`src/rtl/core/lowest_free_id_allocator_assert.svh`:
```
// Assertion macros shared by the lowest-free id allocator RTL.
// Included by the modules that carry concurrent checks; needs clock and reset in scope.
`ifndef LOWEST_FREE_ID_ALLOCATOR_ASSERT_SVH
`define LOWEST_FREE_ID_ALLOCATOR_ASSERT_SVH

`ifndef NO_ASSERTIONS

`define LFIA_IMPLY(label, ante, cons) \
   label: assert property (@(posedge clock) disable iff (reset) (ante) |-> (cons)) \
      else $error("lowest_free_id_allocator: same-cycle check failed");

`define LFIA_NEXT(label, ante, cons) \
   label: assert property (@(posedge clock) disable iff (reset) (ante) |=> (cons)) \
      else $error("lowest_free_id_allocator: next-cycle check failed");

`else

`define LFIA_IMPLY(label, ante, cons)

`define LFIA_NEXT(label, ante, cons)

`endif

`endif

```
`src/rtl/core/lfia_pkg.sv`:
```
// Package for the lowest-free id allocator: sizes of the id space and bitmap,
// payload codes, controller states and the bitmap access struct. No dependencies.
`default_nettype none

package lfia_pkg;

   localparam int ID_COUNT      = 1024;
   // Must be a power of two.
   localparam int WORD_BITS     = 64;
   localparam int ID_W          = 10;
   localparam int STATUS_W      = 2;
   localparam int ID_FIELD_SPAN = 1 << ID_W;
   localparam int USABLE_IDS    = (ID_COUNT < ID_FIELD_SPAN) ? ID_COUNT : ID_FIELD_SPAN;
   localparam int BIT_W         = $clog2(WORD_BITS);
   localparam int USED_WORDS    = (USABLE_IDS + WORD_BITS - 1) / WORD_BITS;
   localparam int LAST_WORD     = USED_WORDS - 1;
   localparam int WADDR_W       = (USED_WORDS > 1) ? $clog2(USED_WORDS) : 1;
   localparam int LAST_BIT      = (USABLE_IDS - 1) % WORD_BITS;

   // Bits of the last word that map to ids inside the usable space.
   localparam logic [WORD_BITS-1:0] TOP_MASK =
      {WORD_BITS{1'b1}} >> (WORD_BITS - 1 - LAST_BIT);

   typedef enum logic {
      MODE_REQUEST = 1'b0,
      MODE_RELEASE = 1'b1
   } mode_type;

   typedef enum logic [STATUS_W-1:0] {
      STATUS_GRANTED   = 2'd0,
      STATUS_NONE_FREE = 2'd1,
      STATUS_RELEASED  = 2'd2,
      STATUS_IGNORED   = 2'd3
   } status_type;

   typedef enum logic [1:0] {
      S_IDLE,
      S_SCAN,
      S_CHECK,
      S_DONE
   } state_type;

   typedef struct packed {
      logic                 rd_en;
      logic [WADDR_W-1:0]   rd_addr;
      logic                 wr_en;
      logic [WADDR_W-1:0]   wr_addr;
      logic [WORD_BITS-1:0] wr_data;
   } map_req_type;

endpackage

`default_nettype wire

```
`src/rtl/core/lfia_req_if.sv`:
```
// Request channel of the id allocator: valid/ready handshake with mode and id payload.
// Depends on lfia_pkg for the field widths.
`default_nettype none

interface lfia_req_if;
   import lfia_pkg::*;

   logic            valid;
   logic            ready;
   logic            mode;
   logic [ID_W-1:0] id_value;

   modport source (output valid, output mode, output id_value, input ready);
   modport sink   (input valid, input mode, input id_value, output ready);
endinterface

`default_nettype wire

```
`src/rtl/core/lfia_rsp_if.sv`:
```
// Response channel of the id allocator: valid/ready handshake with id and status payload.
// Depends on lfia_pkg for the field widths.
`default_nettype none

interface lfia_rsp_if;
   import lfia_pkg::*;

   logic                valid;
   logic                ready;
   logic [ID_W-1:0]     result_id;
   logic [STATUS_W-1:0] status;

   modport source (output valid, output result_id, output status, input ready);
   modport sink   (input valid, input result_id, input status, output ready);
endinterface

`default_nettype wire

```
`src/rtl/core/lfia_bitmap.sv`:
```
// Used-id bitmap: one word per WORD_BITS ids, single write and single registered read port.
// Per-word valid bits make never-written words read as all free. Depends on lfia_pkg.
`default_nettype none

module lfia_bitmap (
   input  wire logic                           clock,
   input  wire logic                           reset,
   input  wire lfia_pkg::map_req_type          map_req,
   output logic [lfia_pkg::WORD_BITS-1:0]      rd_word
);
   import lfia_pkg::*;

   logic [WORD_BITS-1:0]  mem_ff [USED_WORDS];
   logic [USED_WORDS-1:0] valid_ff;
   logic [WORD_BITS-1:0]  rd_data_ff;
   logic                  rd_valid_ff;

   always_ff @(posedge clock) begin
      if (map_req.wr_en) begin
         mem_ff[map_req.wr_addr] <= map_req.wr_data;
      end
      if (map_req.rd_en) begin
         rd_data_ff  <= mem_ff[map_req.rd_addr];
         rd_valid_ff <= valid_ff[map_req.rd_addr];
      end
   end

   always_ff @(posedge clock) begin
      if (reset) begin
         valid_ff <= '0;
      end else if (map_req.wr_en) begin
         valid_ff[map_req.wr_addr] <= 1'b1;
      end
   end

   assign rd_word = rd_valid_ff ? rd_data_ff : '0;

endmodule

`default_nettype wire

```
`src/rtl/core/lfia_ctrl.sv`:
```
// Sequencer of the id allocator: accepts beats, walks the bitmap one word per cycle
// through a shared priority encoder, updates it and holds the response. Uses lfia_pkg.
`default_nettype none

`include "lowest_free_id_allocator_assert.svh"

module lfia_ctrl (
   input  wire logic                      clock,
   input  wire logic                      reset,
   lfia_req_if.sink                       req_bus,
   lfia_rsp_if.source                     rsp_bus,
   output lfia_pkg::map_req_type          map_req,
   input  wire logic [lfia_pkg::WORD_BITS-1:0] rd_word
);
   import lfia_pkg::*;

   state_type           state_ff, state_in;
   mode_type            mode_ff, mode_in;
   logic [ID_W-1:0]     id_ff, id_in;
   logic [WADDR_W-1:0]  chk_word_ff, chk_word_in;
   logic                first_ff, first_in;
   logic [ID_W-1:0]     res_id_ff, res_id_in;
   status_type          res_status_ff, res_status_in;
   logic                rsp_valid_ff, rsp_valid_in;
   logic [ID_W-1:0]     rsp_id_ff;
   status_type          rsp_status_ff;

   logic [WORD_BITS-1:0] start_mask;
   logic [WORD_BITS-1:0] end_mask;
   logic [WORD_BITS-1:0] free_vec;
   logic [WORD_BITS-1:0] grant_bit;
   logic [WORD_BITS-1:0] release_bit;
   logic [BIT_W-1:0]     free_idx;
   logic                 found;
   logic                 last_word;
   logic                 used_bit;
   logic                 in_range;
   logic                 slot_free;
   logic                 rsp_load;
   logic [ID_W-1:0]      grant_id;
   logic [WADDR_W-1:0]   req_word;

   // Shared search unit over the current bitmap word.
   always_comb begin
      start_mask = first_ff ? ({WORD_BITS{1'b1}} << id_ff[BIT_W-1:0]) : {WORD_BITS{1'b1}};
      last_word  = (chk_word_ff == WADDR_W'(LAST_WORD));
      end_mask   = last_word ? TOP_MASK : {WORD_BITS{1'b1}};
      free_vec   = ~rd_word & start_mask & end_mask;
      found      = |free_vec;
      free_idx   = '0;
      for (int i = WORD_BITS - 1; i >= 0; i--) begin
         if (free_vec[i]) begin
            free_idx = BIT_W'(i);
         end
      end
      grant_bit   = {{(WORD_BITS-1){1'b0}}, 1'b1} << free_idx;
      release_bit = {{(WORD_BITS-1){1'b0}}, 1'b1} << id_ff[BIT_W-1:0];
      grant_id    = (ID_W'(chk_word_ff) << BIT_W) | ID_W'(free_idx);
      used_bit    = rd_word[id_ff[BIT_W-1:0]];
      in_range    = ({1'b0, req_bus.id_value} < (ID_W+1)'(USABLE_IDS));
      req_word    = WADDR_W'(req_bus.id_value >> BIT_W);
      slot_free   = !rsp_valid_ff || rsp_bus.ready;
   end

   always_comb begin
      state_in = state_ff;
      case (state_ff)
         S_IDLE: begin
            if (req_bus.valid) begin
               if (!in_range) begin
                  state_in = S_DONE;
               end else if (mode_type'(req_bus.mode) == MODE_RELEASE) begin
                  state_in = S_CHECK;
               end else begin
                  state_in = S_SCAN;
               end
            end
         end
         S_SCAN: begin
            if (found || last_word) begin
               state_in = S_DONE;
            end
         end
         S_CHECK: begin
            state_in = S_DONE;
         end
         S_DONE: begin
            if (slot_free) begin
               state_in = S_IDLE;
            end
         end
         default: begin
            state_in = S_IDLE;
         end
      endcase
   end

   always_comb begin
      req_bus.ready = (state_ff == S_IDLE);
      map_req       = '0;
      mode_in       = mode_ff;
      id_in         = id_ff;
      chk_word_in   = chk_word_ff;
      first_in      = first_ff;
      res_id_in     = res_id_ff;
      res_status_in = res_status_ff;
      rsp_load      = 1'b0;
      case (state_ff)
         S_IDLE: begin
            if (req_bus.valid) begin
               mode_in         = mode_type'(req_bus.mode);
               id_in           = req_bus.id_value;
               chk_word_in     = req_word;
               first_in        = 1'b1;
               map_req.rd_en   = 1'b1;
               map_req.rd_addr = req_word;
               if (mode_type'(req_bus.mode) == MODE_RELEASE) begin
                  res_id_in     = req_bus.id_value;
                  res_status_in = STATUS_IGNORED;
               end else begin
                  res_id_in     = '0;
                  res_status_in = STATUS_NONE_FREE;
               end
            end
         end
         S_SCAN: begin
            map_req.rd_en   = 1'b1;
            map_req.rd_addr = chk_word_ff + 1'b1;
            chk_word_in     = chk_word_ff + 1'b1;
            first_in        = 1'b0;
            if (found) begin
               map_req.wr_en   = 1'b1;
               map_req.wr_addr = chk_word_ff;
               map_req.wr_data = rd_word | grant_bit;
               res_id_in       = grant_id;
               res_status_in   = STATUS_GRANTED;
            end
         end
         S_CHECK: begin
            if (used_bit) begin
               map_req.wr_en   = 1'b1;
               map_req.wr_addr = chk_word_ff;
               map_req.wr_data = rd_word & ~release_bit;
               res_status_in   = STATUS_RELEASED;
            end
         end
         S_DONE: begin
            rsp_load = slot_free;
         end
         default: begin
         end
      endcase
      rsp_valid_in = rsp_load || (rsp_valid_ff && !rsp_bus.ready);
   end

   always_ff @(posedge clock) begin
      if (reset) begin
         state_ff     <= S_IDLE;
         rsp_valid_ff <= 1'b0;
      end else begin
         state_ff     <= state_in;
         rsp_valid_ff <= rsp_valid_in;
      end
   end

   always_ff @(posedge clock) begin
      mode_ff       <= mode_in;
      id_ff         <= id_in;
      chk_word_ff   <= chk_word_in;
      first_ff      <= first_in;
      res_id_ff     <= res_id_in;
      res_status_ff <= res_status_in;
      if (rsp_load) begin
         rsp_id_ff     <= res_id_ff;
         rsp_status_ff <= res_status_ff;
      end
   end

   assign rsp_bus.valid     = rsp_valid_ff;
   assign rsp_bus.result_id = rsp_id_ff;
   assign rsp_bus.status    = rsp_status_ff;

   `LFIA_IMPLY(a_grant_at_or_above, state_ff == S_DONE && mode_ff == MODE_REQUEST && res_status_ff == STATUS_GRANTED, res_id_ff >= id_ff)
   `LFIA_IMPLY(a_release_echo, state_ff == S_DONE && mode_ff == MODE_RELEASE, res_id_ff == id_ff && (res_status_ff == STATUS_RELEASED || res_status_ff == STATUS_IGNORED))
   `LFIA_IMPLY(a_write_when_working, map_req.wr_en, state_ff == S_SCAN || state_ff == S_CHECK)
   `LFIA_IMPLY(a_scan_bounded, state_ff == S_SCAN, chk_word_ff <= WADDR_W'(LAST_WORD))
   `LFIA_NEXT(a_accept_leaves_idle, req_bus.valid && req_bus.ready, state_ff != S_IDLE)

endmodule

`default_nettype wire

```
`src/rtl/core/lowest_free_id_allocator.sv`:
```
// Lowest-free id allocator. A request beat carries a lowest acceptable id and gets back the
// smallest free id at or above it, which is then marked used; a release beat frees one id and
// is reported as ignored when that id was not in use. An id outside the usable space goes
// straight to the response, as none free for a request and as ignored for a release. The used
// bitmap is a memory of WORD_BITS-wide words, read one word per cycle and searched by one
// priority encoder. A request walks the words from the one holding the requested id to the
// first word with a free id (at most 16 with 1024 ids in 64-bit words); a release reads and
// checks only the word holding its id. The response is registered; the block is ready again
// when it is loaded, which waits for any earlier response to be taken. The block takes one
// beat at a time. Reset clears the bitmap at once through per-word valid bits.
`default_nettype none

module lowest_free_id_allocator (
   input  wire logic  clock,
   input  wire logic  reset,
   lfia_req_if.sink   req_bus,
   lfia_rsp_if.source rsp_bus
);
   import lfia_pkg::*;

   map_req_type          map_req;
   logic [WORD_BITS-1:0] rd_word;

   lfia_ctrl u_ctrl (
      .clock   (clock),
      .reset   (reset),
      .req_bus (req_bus),
      .rsp_bus (rsp_bus),
      .map_req (map_req),
      .rd_word (rd_word)
   );

   lfia_bitmap u_bitmap (
      .clock   (clock),
      .reset   (reset),
      .map_req (map_req),
      .rd_word (rd_word)
   );

endmodule

`default_nettype wire
```
`src/flat_wrapper.sv`:
```
// flat-port wrapper written by rule: the top's interface ports become plain ports
module lowest_free_id_allocator_flat import lfia_pkg::*;
  (clock, reset, req_bus_valid, req_bus_mode, req_bus_id_value, req_bus_ready, rsp_bus_valid, rsp_bus_result_id, rsp_bus_status, rsp_bus_ready);
  lfia_req_if req_bus_i ();
  lfia_rsp_if rsp_bus_i ();
  input  wire logic clock;
  input  wire logic reset;
  input wire logic [$bits(req_bus_i.valid)-1:0] req_bus_valid;
  input wire logic [$bits(req_bus_i.mode)-1:0] req_bus_mode;
  input wire logic [$bits(req_bus_i.id_value)-1:0] req_bus_id_value;
  output wire logic [$bits(req_bus_i.ready)-1:0] req_bus_ready;
  output wire logic [$bits(rsp_bus_i.valid)-1:0] rsp_bus_valid;
  output wire logic [$bits(rsp_bus_i.result_id)-1:0] rsp_bus_result_id;
  output wire logic [$bits(rsp_bus_i.status)-1:0] rsp_bus_status;
  input wire logic [$bits(rsp_bus_i.ready)-1:0] rsp_bus_ready;
  assign req_bus_i.valid = req_bus_valid;
  assign req_bus_i.mode = req_bus_mode;
  assign req_bus_i.id_value = req_bus_id_value;
  assign req_bus_ready = req_bus_i.ready;
  assign rsp_bus_valid = rsp_bus_i.valid;
  assign rsp_bus_result_id = rsp_bus_i.result_id;
  assign rsp_bus_status = rsp_bus_i.status;
  assign rsp_bus_i.ready = rsp_bus_ready;
  lowest_free_id_allocator u_core (.clock(clock), .reset(reset), .req_bus(req_bus_i), .rsp_bus(rsp_bus_i));
endmodule
```
`config.mk`:
```
export PLATFORM = sky130hd
export DESIGN_NAME = lowest_free_id_allocator_flat
export DESIGN_NICKNAME = d
export VERILOG_FILES = /design/src/rtl/core/lfia_pkg.sv /design/src/rtl/core/lfia_req_if.sv /design/src/rtl/core/lfia_rsp_if.sv /design/src/rtl/core/lfia_bitmap.sv /design/src/rtl/core/lfia_ctrl.sv /design/src/rtl/core/lowest_free_id_allocator.sv /design/src/flat_wrapper.sv
export VERILOG_INCLUDE_DIRS = /design/src /design/src/rtl/core
export SDC_FILE = /design/constraint.sdc
export NUM_CORES = 2
export LEC_CHECK = 0
export BUFFER_PORTS_ARGS = -buffer_cell sky130_fd_sc_hd__clkbuf_2
export CORE_ASPECT_RATIO = 0.5
export CORE_MARGIN = 2
export CORE_UTILIZATION = 25
export CTS_CLUSTER_DIAMETER = 120
export DETAILED_ROUTE_END_ITERATION = 16
export GPL_TIMING_DRIVEN = 0
export REMOVE_ABC_BUFFERS = 1
export SYNTH_ARGS = -nofsm -noshare
export SYNTH_HDL_FRONTEND = slang
export SYNTH_SLANG_ARGS = --single-unit
```
`constraint.sdc`:
```
create_clock -name clock -period 9.8 [get_ports clock]
set_input_delay 1.96 -clock clock [delete_from_list [all_inputs] [get_ports clock]]
set_output_delay 1.96 -clock clock [all_outputs]
set_load 0.005 [all_outputs]
```
# After elaboration in Yosys (flattened, before gate mapping)

Memories as Yosys holds them, arrays and structs flattened. A register that Yosys moved wholly into a read port is not among the register bits.
Index checks and enable logic that the tools add are counted.

Bits in registers: 55
Bits in latches: 0
Memory bits (writable): 1024
Bits in read-only memories: 0
Input bits: 15
Output and inout port bits: 14
Logic and storage cells: 150
Memories kept: 1

Memories:

| name                   | depth | width | read ports | clocked after memory_dff | write ports | line              | text |
|---|---|---|---|---|---|---|---|
| u_core.u_bitmap.mem_ff | 16    | 64    | 1          | 1                        | 1           | lfia_bitmap.sv:13 | `logic [WORD_BITS-1:0] mem_ff [USED_WORDS];` |

Add/subtract/negate cells: 1
Multipliers: 0
Divide/modulo/power cells: 0
Magnitude comparators: 4
Equality and inequality tests: 9
Shifts and indexed selects: 3
Mux-type cells: 98
Bitwise operators: 7
Reductions and logical operators: 16

Operators by type and width:

| kind                  | number |
|---|---|
| $mux 6                | 64 |
| $mux 69               | 2 |
| $pmux 69 s2           | 1 |
| $and 64x64->64        | 2 |
| $mux 64               | 2 |
| $not 64->64           | 2 |
| $shl 1x6->64 const A  | 2 |
| $or 64x64->64         | 1 |
| $reduce_or 64->1      | 1 |
| $shl 64x6->64 const A | 1 |
| $mux 10               | 3 |
| $pmux 10 s2           | 1 |
| $mux 2                | 8 |
| $or 16x16->16         | 1 |
| $lt 4x5->1 const B    | 2 |
| $ne 2x2->1 const B    | 5 |
| $or 10x6->10          | 1 |
| $pmux 5 s2            | 1 |
| $pmux 2 s4            | 1 |
| $pmux 4 s2            | 1 |
| $lt 6x7->1 const B    | 1 |
| $mux 1                | 7 |
| $bmux 1 s6            | 1 |
| $pmux 2 s3            | 1 |
| 19 further kinds      | 26 |

# Logic depth before layout (Yosys ltp)

Depth after elaboration: 76
Depth in mapped cells: 15
Depth with buffers taken out: 9

# Hierarchy

A second synthesis with hierarchy kept.

Cell total of the unflattened synthesis: 2627
Area, all modules: 47810.9 µm²

Modules (own cells, without submodules):

| module      | times used | cells each | area each (µm²) | seq. area each (µm²) |
|---|---|---|---|---|
| lfia_bitmap | 1          | 1787       | 41375.9         | 33021.7 |
| lfia_ctrl   | 1          | 840        | 6434.9          | 1111.1 |

# Least setup slack after synthesis

Ideal clock, no wire load.

Kind: reg-to-reg
Start: reg u_core.u_ctrl.id_ff[2]
End: mem u_core.u_bitmap.mem_ff[3][0], enable pin
Library setup time: 0.565 ns
Arrival time: 6.814 ns
Required time: 9.235 ns
Slack: 2.422 ns
Stages on the path, launching flop included: 13
Path buffers: 5
Clock period less this slack: 7.378 ns
Cells stage by stage: edfxtp_1 > buf_6 > buf_6 > buf_6 > buf_4 > mux4_2 > mux2i_1 > o311ai_0 > nand4_1 > or2_2 > buf_2 > a21o_1 > nor3_1

Word-level cells in the longest chain between the ends: 8
Elaborated cells between the ends (all ways): 11
Those cells by class: 1 x shift; 8 x mux; 1 x bitwise; 1 x reduce/logical

RTL lines:

| what                         | line              | text |
|---|---|---|
| start: declaration           | lfia_ctrl.sv:19   | `logic [ID_W-1:0] id_ff, id_in;` |
| start signal: assignment     | lfia_ctrl.sv:168  | `id_ff <= id_in;` |
| $shl 64x6->64                | lfia_ctrl.sv:45   | `start_mask = first_ff ? ({WORD_BITS{1'b1}} << id_ff[BIT_W-1:0]) : {WORD_BITS{1'b1}};` |
| $mux 64                      | lfia_ctrl.sv:45   |  |
| $and 64x64->64               | lfia_ctrl.sv:48   | `free_vec = ~rd_word & start_mask & end_mask;` |
| $reduce_or 64->1             | lfia_ctrl.sv:49   | `found = \|free_vec;` |
| $mux 69                      | lfia_ctrl.sv:131  | `if (found) begin` |
| $pmux 69 s2 *                | lfia_ctrl.sv:108  | `case (state_ff)` |
| $mux 1                       | lfia_bitmap.sv:19 | `if (map_req.wr_en) begin` |
| $mux 1 (implied by the code) | lfia_bitmap.sv:20 | `mem_ff[map_req.wr_addr] <= map_req.wr_data;` |
| end: declaration             | lfia_bitmap.sv:13 |  |

Mark *: on every way between the ends. The rest lies on a longest branch, timed or not. The select of a mux whose other input is x is not followed.

# Final worst setup path

Start: reg u_core.u_ctrl.id_ff[2]
End: mem u_core.u_bitmap.mem_ff[3][16], enable pin

The elaborated chain is that of the path after synthesis.

==> out/results.ini <==
[run_status]
outcome=completed

[yosys]
synth.largest_area_cell=edfxtp_1
postSynthCellCount=3792
ys.flop_type=edfxtp_1
syn_area_per_cell_um2=13.1
seq_area_frac_synth_pct=68.8
syn_area_um2=49600
ys_top_cells_by_area=edfxtp_1, a211oi_1, nand2_1, and2_1, a21oi_1
synth-async-reset-ratio_pct=0
ys_ff_latch=1143
yosysWarnings=0
yosysMostFrequentCell=edfxtp_1
synth.top_cell.area_share_pct=68.0
synth_commonest_cells=edfxtp_1, nand2_1, a211oi_1, and2_1, clkbuf_1
synth_cell_types=110
synth_edf_count=1124

[worst_setup_path]
worstPathCellList=nor2b_1 > a32oi_1 > o32ai_1 > a311o_1 > nand4_1 > or2_2 > a21o_1 > nor3_2 > buf_6 > buf_6 > buf_6 > buf_8
worstSetupEndpointType=flip-flop
worstPathRequired_ns=10.20
crit_top_cell=buf_6
start_kind=flip-flop
crit_arrival_ns=6.60
crit_path_max_incr_delay_ns=1.08
cp-startpoint=u_core.u_ctrl.id_ff[2]$_DFFE_PP_
rr_startpoint=u_core.u_ctrl.id_ff[2]$_DFFE_PP_
path_depth=12
crit_path_max_fanout=20
critPathKind=reg2reg
slowest_stage=nor2b_1
crit_buf_inv=4
ff2ff_path_depth=12
cp_top_family=simple AND/OR/NAND/NOR gates

[routing]
drc=0
route.vias.total=33000
routedWlPerCell_um=21.5
routed_wl_um=140000
antenna_left=0
drt-pass1-iter-count=7
drt-vias-per-instance=5.06
drtIter0Drc=3523

[global_routing]
grt_usage_pct=13.5
grt_max_degree=100
grt_pass1_vias=32100
antenna_found_initial=1
grt-ovfl-total=0
grt_pass1_wl_um=208000

[timing]
period_share_pct=63.3
fin_worst_skew_ns=0.0334
finalSetupViolations=0
fmax_ghz=0.161
finalHoldViolCount=0
rsz0062_at_grt=false
tightest_slew_ns=1.42
min_period_ns=6.20
relSlewSlack_pct=5.22
final_max_slew_viol_count=0
fin_ws_ns=3.60

[die]
die-area_um2=202000
num_io_pins=29
core-area_um2=197000
dieWidth_um=634
row_count=115
start_util_pct=25.2
fp.dieH_um=319

[placement]
dpl_worst_slack_ns=3.78
gp_congestion=0.939
dpl.hpwl_um=92400
io_buffer_count=28

[clocking]
cts_max_path_buffers=3
clkTransAtPathRegs_ns=0.06
clock_latency_ns=0.71
ctsRootBufferMaster=clkbuf_16
cts_tree=built
cts_resized=0
cts_setup_buffers=0
cts_inserted_buffers=112
cts_hold_buf=0
cts.sinks=1143
htree_levels=3

[pwr]
power_density_nw_per_um2=276
p_leak_nw=18.3
share_comb_of_total_power_pct=35.4
p_sw_mw=5.85
seq_power_share_pct=39.0
switching_share_pct=36.0
peakVddDrop_uv=138
p_clk_share_pct=25.6
internal_power_mw=10.4

[final_layout]
n_antenna_cell=0
post-route-util_pct=29.8
layout-drive-gt1-share_pct=12.3
fin_nets=3824
syn2layout_area_growth_pct=18.4

[worst_hold_path]
hold_depth=0
min-delay-start=u_core.u_ctrl.res_id_ff[9]$_DFFE_PP_
hold_class=reg2reg

[flow_run]
drv_cap=0

cell usage in the layout (no fill, tap or decap), types with 10 or more instances in the layout:
cell type and count:
a211oi_1 338, a21oi_1 236, a22o_1 11, a311oi_1 132
a31oi_1 159, and2_1 281, buf_12 45, buf_16 48
buf_6 36, buf_8 43, bufinv_16 10, clkbuf_1 17
clkbuf_16 116, clkbuf_2 28, clkinv_1 29, clkinv_2 20
dfxtp_1 19, edfxtp_1 1124, inv_1 12, mux4_2 12
nand2_1 643, nand3_1 43, nand4_1 16, nor2_1 50
nor2_4 14, nor3_1 13, o211ai_1 26, o21ai_0 41
o21ai_1 31, o22ai_1 32
sequential cells by signal, summed over array words and instances, names as in the netlist, 4 cells and up:
register,count
u_core.u_ctrl.rsp_bus.result_id,10
u_core.u_ctrl.id_ff,6
u_core.u_bitmap.rd_data_ff,64
u_core.u_ctrl.chk_word_ff,4
u_core.u_ctrl.res_id_ff,10
u_core.u_bitmap.valid_ff,16
u_core.u_bitmap.mem_ff,1024
layer usage:
metal / up-vias / part of all wire [%] / GRT usage, %
met2: 1293 / 49 / 22.9
li1: 14800 / - / -
met1: 16700 / 41 / 17.3
met4: 0 / 3.3 / 4.56
met3: 313 / 6.7 / 2.24
met5: - / 0 / 0
area by class of cell:
type,instances,area [um^2]
inverter,13,48.8
fill,19300,138000
tap,2632,3290
timing repair buffer,210,3490
clock inverter,67,581
clock buffer,133,2970
sequential,1143,34100
multi-input combinational,2324,14200
power groups by stage:
stage | combinational, mW | clock, mW | sequential [mW]
global placement | 5.00 | 0 | 6.59
floorplan | 3.98 | 0 | 6.33
detailed placement | 5.67 | 0 | 6.41
finish | 5.76 | 4.16 | 6.33
CTS | 5.70 | 4.23 | 6.31
global route | 6.21 | 4.42 | 6.34
cell families (layout without fill, tap and decap cells):
kind of cell,count (synthesis),count (layout),share of synthesized area (%)
AOI/OAI and AO/OA,1146,1146,16.2
xor gates and xnor gates,2,2,0.0353
adders and majority gates,5,5,0.126
buffers and inverters,325,423,3.00
DFF,1143,1143,68.8
muxes,23,23,0.771
and+or+nand+nor,1148,1148,11.1
worst register-to-register path, cell delays in order (launching register included):
cell and delay (ns):
edfxtp_1 0.98, nor2b_1 1.09, a32oi_1 0.25, o32ai_1 0.44
a311o_1 0.29, nand4_1 0.31, or2_2 0.64, a21o_1 0.41
nor3_2 0.69, buf_6 0.25, buf_6 0.16, buf_6 0.18
buf_8 0.18
final timing paths:
kind | to | slack [ns]
worst min-delay path | u_core.u_ctrl.rsp_bus.result_id[9]$_DFFE_PP_ | 0.42
worst max-delay path | u_core.u_bitmap.mem_ff[3][16]$_DFFE_PP_ | 3.60
worst max register to register | u_core.u_bitmap.mem_ff[3][16]$_DFFE_PP_ | 3.60
worst min register to register | u_core.u_ctrl.rsp_bus.result_id[9]$_DFFE_PP_ | 0.42
through the flow:
step / area (um^2) / TNS (ns) / power, mW / hold slack, ns / cells
2_1_floorplan: 48200 / -874.61 / 10.3 / 0.400 / 3480
3_3_place_gp: 51600 / -7277.24 / 11.6 / 0.407 / 6140
3_5_place_dp: 55100 / 0 / 12.1 / 0.405 / 6316
4_1_cts: 58600 / 0 / 16.2 / 0.419 / 6516
5_1_grt: 58800 / 0 / 17.0 / 0.422 / 6522
6_report: 58800 / 0 / 16.2 / 0.420 / 6522
Note: power is estimated with default switching activity, not from simulation.
